## src/rtl/zcg_pkg.sv

```systemverilog
`default_nettype none

package zcg_pkg;

  localparam int FRAC_BITS = 16;
  localparam int COLUMNS   = 320;
  localparam int ROWS      = 180;

  localparam int LAST_IDX = (COLUMNS > ROWS) ? COLUMNS : ROWS;
  localparam int IDX_W    = $clog2(LAST_IDX + 1);

  localparam int TILE_LOG2    = 8;
  localparam int MIP_LEVELS   = 6;
  localparam int MIP_TOP_LOG2 = 15;

  localparam int ZD_W    = 17;
  localparam int OFS_W   = 17;
  localparam int STEP_W  = FRAC_BITS + 1;
  localparam int DIVD_W  = FRAC_BITS + TILE_LOG2 + 1;
  localparam int DCNT_W  = $clog2(DIVD_W);
  localparam int TSTEP_W = STEP_W + TILE_LOG2;
  localparam int ACC_W   = FRAC_BITS + 13;
  localparam int SH_W    = 4;

  localparam int MIP_W   = 3;
  localparam int TEXEL_W = 8;
  localparam int CTILE_W = 10;
  localparam int RBASE_W = 18;
  localparam int RTILE_W = 18;
  localparam int PREV_W  = 11;
  localparam int RTS_W   = 10;

  localparam int CTILE_LO = -256;
  localparam int CTILE_HI = 511;
  localparam int PREV_LO  = -1024;
  localparam int PREV_HI  = 1023;
  localparam int RB_IY_LO = -256;
  localparam int RB_IY_HI = 511;
  localparam int RBASE_LO = -65536;
  localparam int RBASE_HI = 131071;
  localparam int RTS_LIM  = 256;

  localparam logic [STEP_W-1:0] STEP_MAX = '1;
  localparam logic signed [ACC_W-1:0] ACC_MAX =
    ACC_W'((64'sd1 <<< (FRAC_BITS + 12)) - 64'sd1);
  localparam logic signed [ACC_W-1:0] ACC_MIN = -ACC_MAX;

  typedef struct packed {
    logic latch;
    logic div_step;
    logic scale;
    logic origin;
    logic load;
    logic step;
  } cmd_t;

  typedef struct packed {
    logic div_last;
    logic out_free;
  } status_t;

  function automatic logic signed [ACC_W-1:0] sat_acc(input logic signed [ACC_W:0] v);
    logic signed [ACC_W:0] hi;
    logic signed [ACC_W:0] lo;
    hi = (ACC_W + 1)'(ACC_MAX);
    lo = (ACC_W + 1)'(ACC_MIN);
    if (v > hi) begin
      return ACC_MAX;
    end else if (v < lo) begin
      return ACC_MIN;
    end else begin
      return v[ACC_W-1:0];
    end
  endfunction

  function automatic logic [MIP_W-1:0] mip_select(input logic [ZD_W-1:0] zd);
    logic [MIP_W-1:0] lvl;
    lvl = MIP_W'(MIP_LEVELS - 1);
    for (int i = MIP_LEVELS - 2; i >= 0; i--) begin
      if (zd > (ZD_W'(1) << (MIP_TOP_LOG2 - i))) begin
        lvl = MIP_W'(i);
      end
    end
    return lvl;
  endfunction

endpackage

`default_nettype wire

```

## src/rtl/zcg_item_if.sv

```systemverilog
`default_nettype none

interface zcg_item_if;
  logic                                    valid;
  logic                                    ready;
  logic                                    restart;
  logic        [zcg_pkg::ZD_W-1:0]         zoom_div;
  logic signed [zcg_pkg::OFS_W-1:0]        offset_x;
  logic signed [zcg_pkg::OFS_W-1:0]        offset_y;

  modport source (output valid, restart, zoom_div, offset_x, offset_y, input ready);
  modport sink (input valid, restart, zoom_div, offset_x, offset_y, output ready);
endinterface

`default_nettype wire

```

## src/rtl/zcg_result_if.sv

```systemverilog
`default_nettype none

interface zcg_result_if;
  logic                                  valid;
  logic                                  ready;
  logic        [zcg_pkg::MIP_W-1:0]      mip_level;
  logic        [zcg_pkg::TEXEL_W-1:0]    col_texel;
  logic signed [zcg_pkg::CTILE_W-1:0]    col_tile;
  logic                                  col_valid;
  logic signed [zcg_pkg::RBASE_W-1:0]    row_base;
  logic signed [zcg_pkg::RTILE_W-1:0]    row_tile;
  logic                                  row_valid;
  logic                                  last;

  modport source (output valid, mip_level, col_texel, col_tile, col_valid, row_base,
                  row_tile, row_valid, last, input ready);
  modport sink (input valid, mip_level, col_texel, col_tile, col_valid, row_base,
                row_tile, row_valid, last, output ready);
endinterface

`default_nettype wire

```

## src/rtl/zcg_datapath.sv

```systemverilog
`default_nettype none

module zcg_datapath (
  input  logic                                 clk,
  input  logic                                 rst,
  input  zcg_pkg::cmd_t                        cmd,
  output zcg_pkg::status_t                     status,
  input  logic        [zcg_pkg::ZD_W-1:0]      zoom_div,
  input  logic signed [zcg_pkg::OFS_W-1:0]     offset_x,
  input  logic signed [zcg_pkg::OFS_W-1:0]     offset_y,
  zcg_result_if.source                         result
);

  localparam int F    = zcg_pkg::FRAC_BITS;
  localparam int AW   = zcg_pkg::ACC_W;
  localparam int AW1  = zcg_pkg::ACC_W + 1;
  localparam int IW   = zcg_pkg::ACC_W - zcg_pkg::FRAC_BITS;
  localparam int SW2  = zcg_pkg::STEP_W + 2;
  localparam int ZW   = zcg_pkg::ZD_W;
  localparam int SHW  = zcg_pkg::SH_W;
  localparam int CTW  = zcg_pkg::CTILE_W;
  localparam int PW   = zcg_pkg::PREV_W;
  localparam int RBW  = zcg_pkg::RBASE_W;
  localparam int RTW  = zcg_pkg::RTILE_W;
  localparam int RSW  = zcg_pkg::RTS_W;
  localparam int TXW  = zcg_pkg::TEXEL_W;
  localparam int IXW  = zcg_pkg::IDX_W;

  localparam logic signed [AW-1:0] ONE_S   = AW'(1) << F;
  localparam logic signed [AW:0]   ORG_ONE = AW1'(64'sd1 <<< (F + zcg_pkg::TILE_LOG2));
  localparam logic signed [AW:0]   COLS_S  = AW1'(zcg_pkg::COLUMNS);

  localparam logic signed [IW-1:0] CT_LO = IW'(zcg_pkg::CTILE_LO);
  localparam logic signed [IW-1:0] CT_HI = IW'(zcg_pkg::CTILE_HI);
  localparam logic signed [IW-1:0] PR_LO = IW'(zcg_pkg::PREV_LO);
  localparam logic signed [IW-1:0] PR_HI = IW'(zcg_pkg::PREV_HI);
  localparam logic signed [IW-1:0] RI_LO = IW'(zcg_pkg::RB_IY_LO);
  localparam logic signed [IW-1:0] RI_HI = IW'(zcg_pkg::RB_IY_HI);
  localparam logic signed [IW-1:0] RS_HI = IW'(zcg_pkg::RTS_LIM);
  localparam logic signed [IW-1:0] RS_LO = -RS_HI;

  function automatic logic signed [AW-1:0] frac_scale(input logic signed [AW-1:0] v,
                                                      input logic [SHW-1:0] sh);
    logic [AW-1:0] mag;
    logic [AW-1:0] sc;
    mag = v[AW-1] ? -v : v;
    sc  = {{(AW - F){1'b0}}, mag[F-1:0]} << sh;
    return v[AW-1] ? -sc : sc;
  endfunction

  function automatic logic signed [IW-1:0] floor_of(input logic signed [AW-1:0] v);
    return v[AW-1:F];
  endfunction

  // latched restart fields
  logic        [ZW-1:0]               zd_lat;
  logic signed [zcg_pkg::OFS_W-1:0]   ox_lat;
  logic signed [zcg_pkg::OFS_W-1:0]   oy_lat;

  // divider
  logic [ZW-1:0]                 rem;
  logic [zcg_pkg::DIVD_W-1:0]    quot;
  logic [zcg_pkg::DCNT_W-1:0]    div_cnt;
  logic [ZW:0]                   trial;
  logic [ZW:0]                   diff;
  logic                          ge;

  // frame and walk state
  logic        [zcg_pkg::STEP_W-1:0]  step_size;
  logic        [zcg_pkg::TSTEP_W-1:0] tile_step;
  logic        [zcg_pkg::MIP_W-1:0]   level;
  logic signed [AW-1:0]               x_coord;
  logic signed [AW-1:0]               y_coord;
  logic signed [AW-1:0]               tile_x_acc;
  logic signed [AW-1:0]               tile_y_acc;
  logic        [TXW-1:0]              prev_col_texel;
  logic signed [PW-1:0]               prev_row_int;
  logic        [IXW-1:0]              step_index;

  logic [SHW-1:0]              tshift;
  logic signed [SW2-1:0]       sum_x;
  logic signed [SW2-1:0]       sum_y;
  logic signed [AW:0]          org_x;
  logic signed [AW:0]          org_y;

  logic                        cv;
  logic                        rv;
  logic                        is_last;
  logic        [TXW-1:0]       texel;
  logic signed [IW-1:0]        tx_int;
  logic signed [IW-1:0]        y_int;
  logic signed [IW-1:0]        ty_int;
  logic signed [AW-1:0]        tx_base;
  logic signed [AW-1:0]        ts_one;
  logic signed [AW-1:0]        ty_clamp;
  logic signed [AW-1:0]        ty_base;
  logic signed [CTW-1:0]       ctile;
  logic signed [PW-1:0]        iys;
  logic                        row_new;
  logic signed [RBW-1:0]       rbase;
  logic signed [RSW-1:0]       ty_sat;
  logic signed [RTW-1:0]       rtile;
  logic signed [AW-1:0]        x_next;
  logic signed [AW-1:0]        y_next;
  logic signed [AW-1:0]        tx_next;
  logic signed [AW-1:0]        ty_next;

  assign trial = {rem, div_cnt == '0};
  assign ge    = trial >= {1'b0, zd_lat};
  assign diff  = trial - {1'b0, zd_lat};

  assign status.div_last = div_cnt == zcg_pkg::DCNT_W'(zcg_pkg::DIVD_W - 1);
  assign status.out_free = !result.valid || result.ready;

  assign tshift = SHW'(zcg_pkg::TILE_LOG2) - SHW'(level);

  assign sum_x = $signed({2'b00, step_size}) + SW2'(ox_lat);
  assign sum_y = $signed({2'b00, step_size}) + SW2'(oy_lat);
  assign org_x = (ORG_ONE - AW1'(sum_x) * COLS_S) >>> 1;
  assign org_y = (ORG_ONE - AW1'(sum_y) * COLS_S) >>> 1;

  // column walk
  assign cv      = step_index < IXW'(zcg_pkg::COLUMNS);
  assign rv      = step_index < IXW'(zcg_pkg::ROWS);
  assign is_last = step_index == IXW'(zcg_pkg::COLUMNS - 1);
  assign texel   = x_coord[F+TXW-1:F];
  assign tx_base = (texel != prev_col_texel) ? '0 : tile_x_acc;
  assign tx_int  = floor_of(tx_base);
  assign x_next  = zcg_pkg::sat_acc(AW1'(x_coord) + AW1'($signed({1'b0, step_size})));
  assign tx_next = zcg_pkg::sat_acc(AW1'(tx_base) + AW1'($signed({1'b0, tile_step})));

  always_comb begin
    if (tx_int < CT_LO) begin
      ctile = CTW'(zcg_pkg::CTILE_LO);
    end else if (tx_int > CT_HI) begin
      ctile = CTW'(zcg_pkg::CTILE_HI);
    end else begin
      ctile = tx_int[CTW-1:0];
    end
  end

  // row walk
  assign y_int    = floor_of(y_coord);
  assign ts_one   = ONE_S <<< tshift;
  assign ty_clamp = (tile_y_acc > ts_one) ? ts_one : tile_y_acc;
  assign row_new  = prev_row_int < iys;
  assign ty_base  = row_new ? '0 : ty_clamp;
  assign ty_int   = floor_of(ty_base);
  assign rtile    = RTW'(ty_sat) <<< tshift;
  assign y_next   = zcg_pkg::sat_acc(AW1'(y_coord) + AW1'($signed({1'b0, step_size})));
  assign ty_next  = zcg_pkg::sat_acc(AW1'(ty_base) + AW1'($signed({1'b0, tile_step})));

  always_comb begin
    if (y_int < PR_LO) begin
      iys = PW'(zcg_pkg::PREV_LO);
    end else if (y_int > PR_HI) begin
      iys = PW'(zcg_pkg::PREV_HI);
    end else begin
      iys = y_int[PW-1:0];
    end
  end

  always_comb begin
    if (y_int < RI_LO) begin
      rbase = RBW'(zcg_pkg::RBASE_LO);
    end else if (y_int > RI_HI) begin
      rbase = RBW'(zcg_pkg::RBASE_HI);
    end else begin
      rbase = RBW'(y_int) <<< zcg_pkg::TILE_LOG2;
    end
  end

  always_comb begin
    if (ty_int < RS_LO) begin
      ty_sat = RSW'(RS_LO);
    end else if (ty_int > RS_HI) begin
      ty_sat = RSW'(RS_HI);
    end else begin
      ty_sat = ty_int[RSW-1:0];
    end
  end

  // restart fields and divider
  always_ff @(posedge clk) begin
    if (cmd.latch) begin
      zd_lat  <= zoom_div;
      ox_lat  <= offset_x;
      oy_lat  <= offset_y;
      rem     <= '0;
      quot    <= '0;
      div_cnt <= '0;
    end else if (cmd.div_step) begin
      rem     <= ge ? diff[ZW-1:0] : trial[ZW-1:0];
      quot    <= {quot[zcg_pkg::DIVD_W-2:0], ge};
      div_cnt <= div_cnt + 1'b1;
    end
  end

  // frame and walk state
  always_ff @(posedge clk) begin
    if (rst) begin
      step_size      <= '0;
      tile_step      <= '0;
      level          <= '0;
      x_coord        <= '0;
      y_coord        <= '0;
      tile_x_acc     <= '0;
      tile_y_acc     <= '0;
      prev_col_texel <= '0;
      prev_row_int   <= '0;
      step_index     <= '0;
    end else begin
      if (cmd.scale) begin
        step_size <= (quot > zcg_pkg::DIVD_W'(zcg_pkg::STEP_MAX)) ?
                     zcg_pkg::STEP_MAX : quot[zcg_pkg::STEP_W-1:0];
        level     <= zcg_pkg::mip_select(zd_lat);
      end
      if (cmd.origin) begin
        tile_step <= zcg_pkg::TSTEP_W'(step_size) << tshift;
        x_coord   <= zcg_pkg::sat_acc(org_x);
        y_coord   <= zcg_pkg::sat_acc(org_y);
      end
      if (cmd.load) begin
        tile_x_acc     <= frac_scale(x_coord, tshift);
        tile_y_acc     <= frac_scale(y_coord, tshift);
        prev_col_texel <= texel;
        prev_row_int   <= iys;
        step_index     <= '0;
      end
      if (cmd.step) begin
        if (cv) begin
          prev_col_texel <= texel;
          x_coord        <= x_next;
          tile_x_acc     <= tx_next;
        end
        if (rv) begin
          if (row_new) begin
            prev_row_int <= iys;
          end
          y_coord    <= y_next;
          tile_y_acc <= ty_next;
        end
        if (step_index < IXW'(zcg_pkg::LAST_IDX)) begin
          step_index <= step_index + 1'b1;
        end
      end
    end
  end

  // output word register
  always_ff @(posedge clk) begin
    if (rst) begin
      result.valid <= 1'b0;
    end else if (cmd.step) begin
      result.valid <= 1'b1;
    end else if (result.ready) begin
      result.valid <= 1'b0;
    end
  end

  always_ff @(posedge clk) begin
    if (cmd.step) begin
      result.mip_level <= level;
      result.col_texel <= cv ? texel : '0;
      result.col_tile  <= cv ? ctile : '0;
      result.col_valid <= cv;
      result.row_base  <= rv ? rbase : '0;
      result.row_tile  <= rv ? rtile : '0;
      result.row_valid <= rv;
      result.last      <= is_last;
    end
  end

endmodule

`default_nettype wire

```

## src/rtl/zcg_ctrl.sv

```systemverilog
`default_nettype none

module zcg_ctrl (
  input  logic              clk,
  input  logic              rst,
  input  logic              item_valid,
  input  logic              item_restart,
  output logic              item_ready,
  input  zcg_pkg::status_t  status,
  output zcg_pkg::cmd_t     cmd
);

  typedef enum logic [5:0] {
    S_IDLE   = 6'b000001,
    S_DIV    = 6'b000010,
    S_SCALE  = 6'b000100,
    S_ORIGIN = 6'b001000,
    S_LOAD   = 6'b010000,
    S_EMIT   = 6'b100000
  } state_t;

  state_t state;
  state_t state_next;
  logic   accept;

  assign item_ready = (state == S_IDLE) && status.out_free;
  assign accept     = item_valid && item_ready;

  always_comb begin
    state_next = state;
    cmd        = '0;
    unique case (state)
      S_IDLE: begin
        if (accept) begin
          if (item_restart) begin
            cmd.latch  = 1'b1;
            state_next = S_DIV;
          end else begin
            cmd.step = 1'b1;
          end
        end
      end
      S_DIV: begin
        cmd.div_step = 1'b1;
        if (status.div_last) begin
          state_next = S_SCALE;
        end
      end
      S_SCALE: begin
        cmd.scale  = 1'b1;
        state_next = S_ORIGIN;
      end
      S_ORIGIN: begin
        cmd.origin = 1'b1;
        state_next = S_LOAD;
      end
      S_LOAD: begin
        cmd.load   = 1'b1;
        state_next = S_EMIT;
      end
      S_EMIT: begin
        if (status.out_free) begin
          cmd.step   = 1'b1;
          state_next = S_IDLE;
        end
      end
      default: begin
        state_next = S_IDLE;
      end
    endcase
  end

  always_ff @(posedge clk) begin
    if (rst) begin
      state <= S_IDLE;
    end else begin
      state <= state_next;
    end
  end

endmodule

`default_nettype wire

```

## src/rtl/zoom_coordinate_generator.sv

```systemverilog
// Zoom texture-coordinate generator. A word with restart set latches zoom_div and the
// x/y offsets, derives the step (256 / zoom_div in Q.16), the mip level and the start
// coordinates, and returns the first column/row entry; every other word advances each
// axis still in range by one step and returns the next entry. A step word is accepted
// in the cycle its entry is loaded into the output register, so steps stream at one per
// clock while the sink keeps up and no restart is busy. A restart word passes through
// the restoring divider, which resolves one quotient bit per cycle, then the scale,
// origin, load and emit steps. Words sent before any restart run on the zero state.
`default_nettype none

module zoom_coordinate_generator (
  input  logic          clk,
  input  logic          rst,
  zcg_item_if.sink      item,
  zcg_result_if.source  result
);

  zcg_pkg::cmd_t    cmd;
  zcg_pkg::status_t status;

  zcg_ctrl u_ctrl (
    .clk          (clk),
    .rst          (rst),
    .item_valid   (item.valid),
    .item_restart (item.restart),
    .item_ready   (item.ready),
    .status       (status),
    .cmd          (cmd)
  );

  zcg_datapath u_datapath (
    .clk      (clk),
    .rst      (rst),
    .cmd      (cmd),
    .status   (status),
    .zoom_div (item.zoom_div),
    .offset_x (item.offset_x),
    .offset_y (item.offset_y),
    .result   (result)
  );

endmodule

`default_nettype wire

```

## src/flat_wrapper.sv

```systemverilog
// flat-port wrapper written by rule: the top's interface ports become plain ports
module zoom_coordinate_generator_flat 
  (clk, rst, item_valid, item_restart, item_zoom_div, item_offset_x, item_offset_y, item_ready, result_valid, result_mip_level, result_col_texel, result_col_tile, result_col_valid, result_row_base, result_row_tile, result_row_valid, result_last, result_ready);
  zcg_item_if item_i ();
  zcg_result_if result_i ();
  input  logic clk;
  input  logic rst;
  input wire logic [$bits(item_i.valid)-1:0] item_valid;
  input wire logic [$bits(item_i.restart)-1:0] item_restart;
  input wire logic [$bits(item_i.zoom_div)-1:0] item_zoom_div;
  input wire logic [$bits(item_i.offset_x)-1:0] item_offset_x;
  input wire logic [$bits(item_i.offset_y)-1:0] item_offset_y;
  output wire logic [$bits(item_i.ready)-1:0] item_ready;
  output wire logic [$bits(result_i.valid)-1:0] result_valid;
  output wire logic [$bits(result_i.mip_level)-1:0] result_mip_level;
  output wire logic [$bits(result_i.col_texel)-1:0] result_col_texel;
  output wire logic [$bits(result_i.col_tile)-1:0] result_col_tile;
  output wire logic [$bits(result_i.col_valid)-1:0] result_col_valid;
  output wire logic [$bits(result_i.row_base)-1:0] result_row_base;
  output wire logic [$bits(result_i.row_tile)-1:0] result_row_tile;
  output wire logic [$bits(result_i.row_valid)-1:0] result_row_valid;
  output wire logic [$bits(result_i.last)-1:0] result_last;
  input wire logic [$bits(result_i.ready)-1:0] result_ready;
  assign item_i.valid = item_valid;
  assign item_i.restart = item_restart;
  assign item_i.zoom_div = item_zoom_div;
  assign item_i.offset_x = item_offset_x;
  assign item_i.offset_y = item_offset_y;
  assign item_ready = item_i.ready;
  assign result_valid = result_i.valid;
  assign result_mip_level = result_i.mip_level;
  assign result_col_texel = result_i.col_texel;
  assign result_col_tile = result_i.col_tile;
  assign result_col_valid = result_i.col_valid;
  assign result_row_base = result_i.row_base;
  assign result_row_tile = result_i.row_tile;
  assign result_row_valid = result_i.row_valid;
  assign result_last = result_i.last;
  assign result_i.ready = result_ready;
  zoom_coordinate_generator u_core (.clk(clk), .rst(rst), .item(item_i), .result(result_i));
endmodule
```

## config.mk

```make
export PLATFORM = sky130hd
export DESIGN_NAME = zoom_coordinate_generator_flat
export DESIGN_NICKNAME = d
export VERILOG_FILES = /design/src/rtl/zcg_pkg.sv /design/src/rtl/zcg_item_if.sv /design/src/rtl/zcg_result_if.sv /design/src/rtl/zcg_datapath.sv /design/src/rtl/zcg_ctrl.sv /design/src/rtl/zoom_coordinate_generator.sv /design/src/flat_wrapper.sv
export SDC_FILE = /design/constraint.sdc
export NUM_CORES = 1
export LEC_CHECK = 0
export ABC_AREA = 1
export BUFFER_PORTS_ARGS = -buffer_cell sky130_fd_sc_hd__buf_2
export CORE_UTILIZATION = 60
export DETAILED_ROUTE_END_ITERATION = 10
export PLACE_DENSITY = 0.78
export SYNTH_ARGS = -nofsm -noshare
export SYNTH_HDL_FRONTEND = slang
export SYNTH_SLANG_ARGS = --single-unit
```

## constraint.sdc

```tcl
create_clock -name clk -period 8.5 [get_ports clk]
set_clock_uncertainty 0.15 [all_clocks]
set_input_delay 0.85 -clock clk [delete_from_list [all_inputs] [get_ports clk]]
set_output_delay 0.85 -clock clk [all_outputs]
set_load 0.005 [all_outputs]
```

==> impl_metrics.toml <==
[run_status]
status = "finished clean"

[logic_synthesis]
synth_top_area_share_pct = 15.4
syn-cell-area_mm2 = 0.0316
dominantRegCellSynth = "dfxtp_1"
synth_area_leaders = "dfxtp_1 (15%), nand2_1 (15%), edfxtp_1 (9.9%)"
yosysUniqueCellTypes = 62
seq_area_frac_synth_pct = 25.3
yosysWarnings = 0
avgSynthCellArea_um2 = 6.38
synth_fp_nets = 5261
ys_ff_latch = 347
yosys.area.top_type = "dfxtp_1"
synth-edff-count = 104
syn_inst = 4952
ys_async_sr_fraction_pct = 0

[global_route]
grt_antenna_before_repair = 0
grt_max_degree = 83
track_usage_pct = 35.4
grt_pass1_vias = 30522
grt_pass1_wl_mm = 154
overflow = 0

[clocking]
cts_buffer_depth = 3
clock-root-buffer = "clkbuf_16"
postCtsSetupBuffers = 0
clk-insertion-delay-late_ns = 0.60
clk_pin_slew_ns = 0.06
numCtsBuffers = 42
tritoncts = "yes"
postCtsHoldBufs = 0
post_cts_resized = 0
h-tree-depth = 2
cts_num_sinks = 347

[place]
port-buffer-count = 117
dp_hpwl_mm = 71.3
placement.cell_area_mm2 = 0.0326
gp_congestion = 0.984
dp_cells = 5601

[routing]
first_pass_iters = 6
via_count = 33111
drc = 0
drtIter0Drc = 2948
ant_nets = 0
vias_per_cell = 5.83
routed_wl_mm = 95.8
wire_per_inst_um = 16.9

[layout]
fin_cells = 5678
drive_gt1_share_pct = 5.88
utilization_pct = 65.7
mostFrequentLayoutCells = "nand2_1 (1251), inv_1 (605), nand3_1 (465), a21oi_1 (440), nor2_1 (400)"
area_delta_synth_final_pct = 7.60
final_common_cell = "nand2_1"
nNetsFinal = 5274
stdcell_area_mm2 = 0.0340

[sta]
fmax_mhz = 142
finalSetupTns_ns = 0
setup_viol = 0
timing.hold.ws_ns = 0.274
rsz0062_at_grt = "false"
period_share_pct = 82.6
worst_pin_slew_ns = 1.15
finalHoldViolations = 0
slew_violations = 0
period_needed_ns = 7.02
slew_headroom_pct = 22.8

[critical_path]
r2r.worst_path.cells = 38
path_max_fanout = 63
crit_arrival_ns = 7.34
crit_path_end_kind = "flip-flop"
crit_top_cell = "nand2_1"
cp.required_ns = 8.82
slowest_stage = "buf_4"
r2r-start = "u_core.u_datapath.level[1]"
r2r-end = "u_core.u_datapath.tile_y_acc[17]"
startpoint_type = "flip-flop"
reg2reg_setup_slack_ns = 1.48
crit_end = "u_core.u_datapath.tile_y_acc[17]"
critical-path-max-stage-delay_ns = 0.54
worstSetupPathType = "reg2reg"
crit_start = "u_core.u_datapath.level[1]"

[floorplanning]
die-area_mm2 = 0.0536
fp.dieH_um = 231
start_util_pct = 61.1
core_mm2 = 0.0517
ios = 118
fp.dieW_um = 231
row_count = 83

[pwr]
power_density_mw_per_mm2 = 262
leakage_nw = 16.6
peakVddDrop_v = 0.000298

[flow_run]
max_cap_viol_count = 0

[min_path]
hp-class = "in2reg"
min_path_cells = 1
worst min path at each step:
stage                                       to                       startpoint
2_1_floorplan  u_core.u_datapath.step_index[0]  u_core.u_datapath.step_index[0]
3_3_place_gp   u_core.u_datapath.step_size[15]       u_core.u_datapath.quot[15]
3_5_place_dp    u_core.u_datapath.step_size[6]        u_core.u_datapath.quot[6]
4_1_cts            u_core.u_datapath.ox_lat[5]                 item_offset_x[5]
5_1_grt            u_core.u_datapath.ox_lat[1]                 item_offset_x[1]
6_report           u_core.u_datapath.ox_lat[5]                 item_offset_x[5]
Yosys cell counts, types with 14 or more instances:
library cell  count
o21bai_1         14
nor4_1           22
nor2_1          404
a21oi_1         440
edfxtp_1        104
nor3_1           79
ha_1            244
o211ai_1         33
or2_2            22
buf_2            23
clkbuf_1        113
a31oi_1          44
nand2_1        1253
nand3b_1         15
xnor2_1          58
o221ai_1         20
inv_1           608
nand3_1         466
nand4_1          70
o21ai_0         313
xor2_1          140
a221oi_1         17
buf_1            36
dfxtp_1         243
o21a_1           14
per-stage QoR:
stage / setup WS [ns] / total power, mW
global route: 0.785 / 9.62
floorplan: 1.98 / 5.89
global placement: 1.86 / 6.90
finish: 1.48 / 8.91
CTS: 1.64 / 8.85
detailed placement: 1.72 / 6.95
report_power, final:
part           internal, mW  switching (mW)  leakage [nW]
Clock                  1.09           0.785         0.690
Combinational          1.52            3.20          13.0
Sequential             2.07           0.239          2.94
Total                  4.69            4.23          16.6
registers in the layout, summed over array words and instances, names as in the netlist, 18 cells and up:
signal / count
u_core.u_datapath.tile_y_acc: 29
u_core.u_datapath.tile_step: 25
u_core.u_datapath.y_coord: 29
u_core.u_datapath.quot: 25
u_core.u_datapath.x_coord: 29
u_core.u_datapath.tile_x_acc: 29
u_core.u_datapath.result.row_tile: 18
cell type report:
type,count,area (µm²)
fillers,4916,17700
diodes,1,2.50
flip-flops and latches,347,7990
multi-input cells,3801,20600
clock buffers,53,1150
clock inverters,23,250
well taps,680,851
inverters,622,2340
repair buffers,151,841
kinds of logic (layout without fill, tap and decap cells):
kind of cell	after synthesis	count (layout)	share of synthesized area [%]
other	0	1	0
muxes	5	5	0.158
xor gates and xnor gates	198	198	5.49
buffers and inverters	804	849	9.79
adders and majority gates	253	253	10.2
DFF	347	347	25.3
and+or+nand+nor	2359	2359	31.6
AOI/OAI and AO/OA	986	986	17.4
worst max-delay path: cells and delay by family (launching register included):
| kind | cells | cell delay, ns |
|---|---|---|
| buffers and inverters | 6 | 1.16 |
| and+or+nand+nor | 23 | 2.75 |
| AOI/OAI and AO/OA | 5 | 1.09 |
| adders and majority gates | 4 | 1.29 |
| DFF | 1 | 0.40 |
routing by layer:
layer / vias to the layer above / GRT usage, % / routed length (µm)
met5: - / 0 / 0
met4: 0 / 17.3 / 4480
met3: 217 / 4.18 / 6530
met2: 1175 / 59.5 / 43800
met1: 15163 / 44.7 / 41100
li1: 16556 / - / -
(Power assumes the default switching activity.)
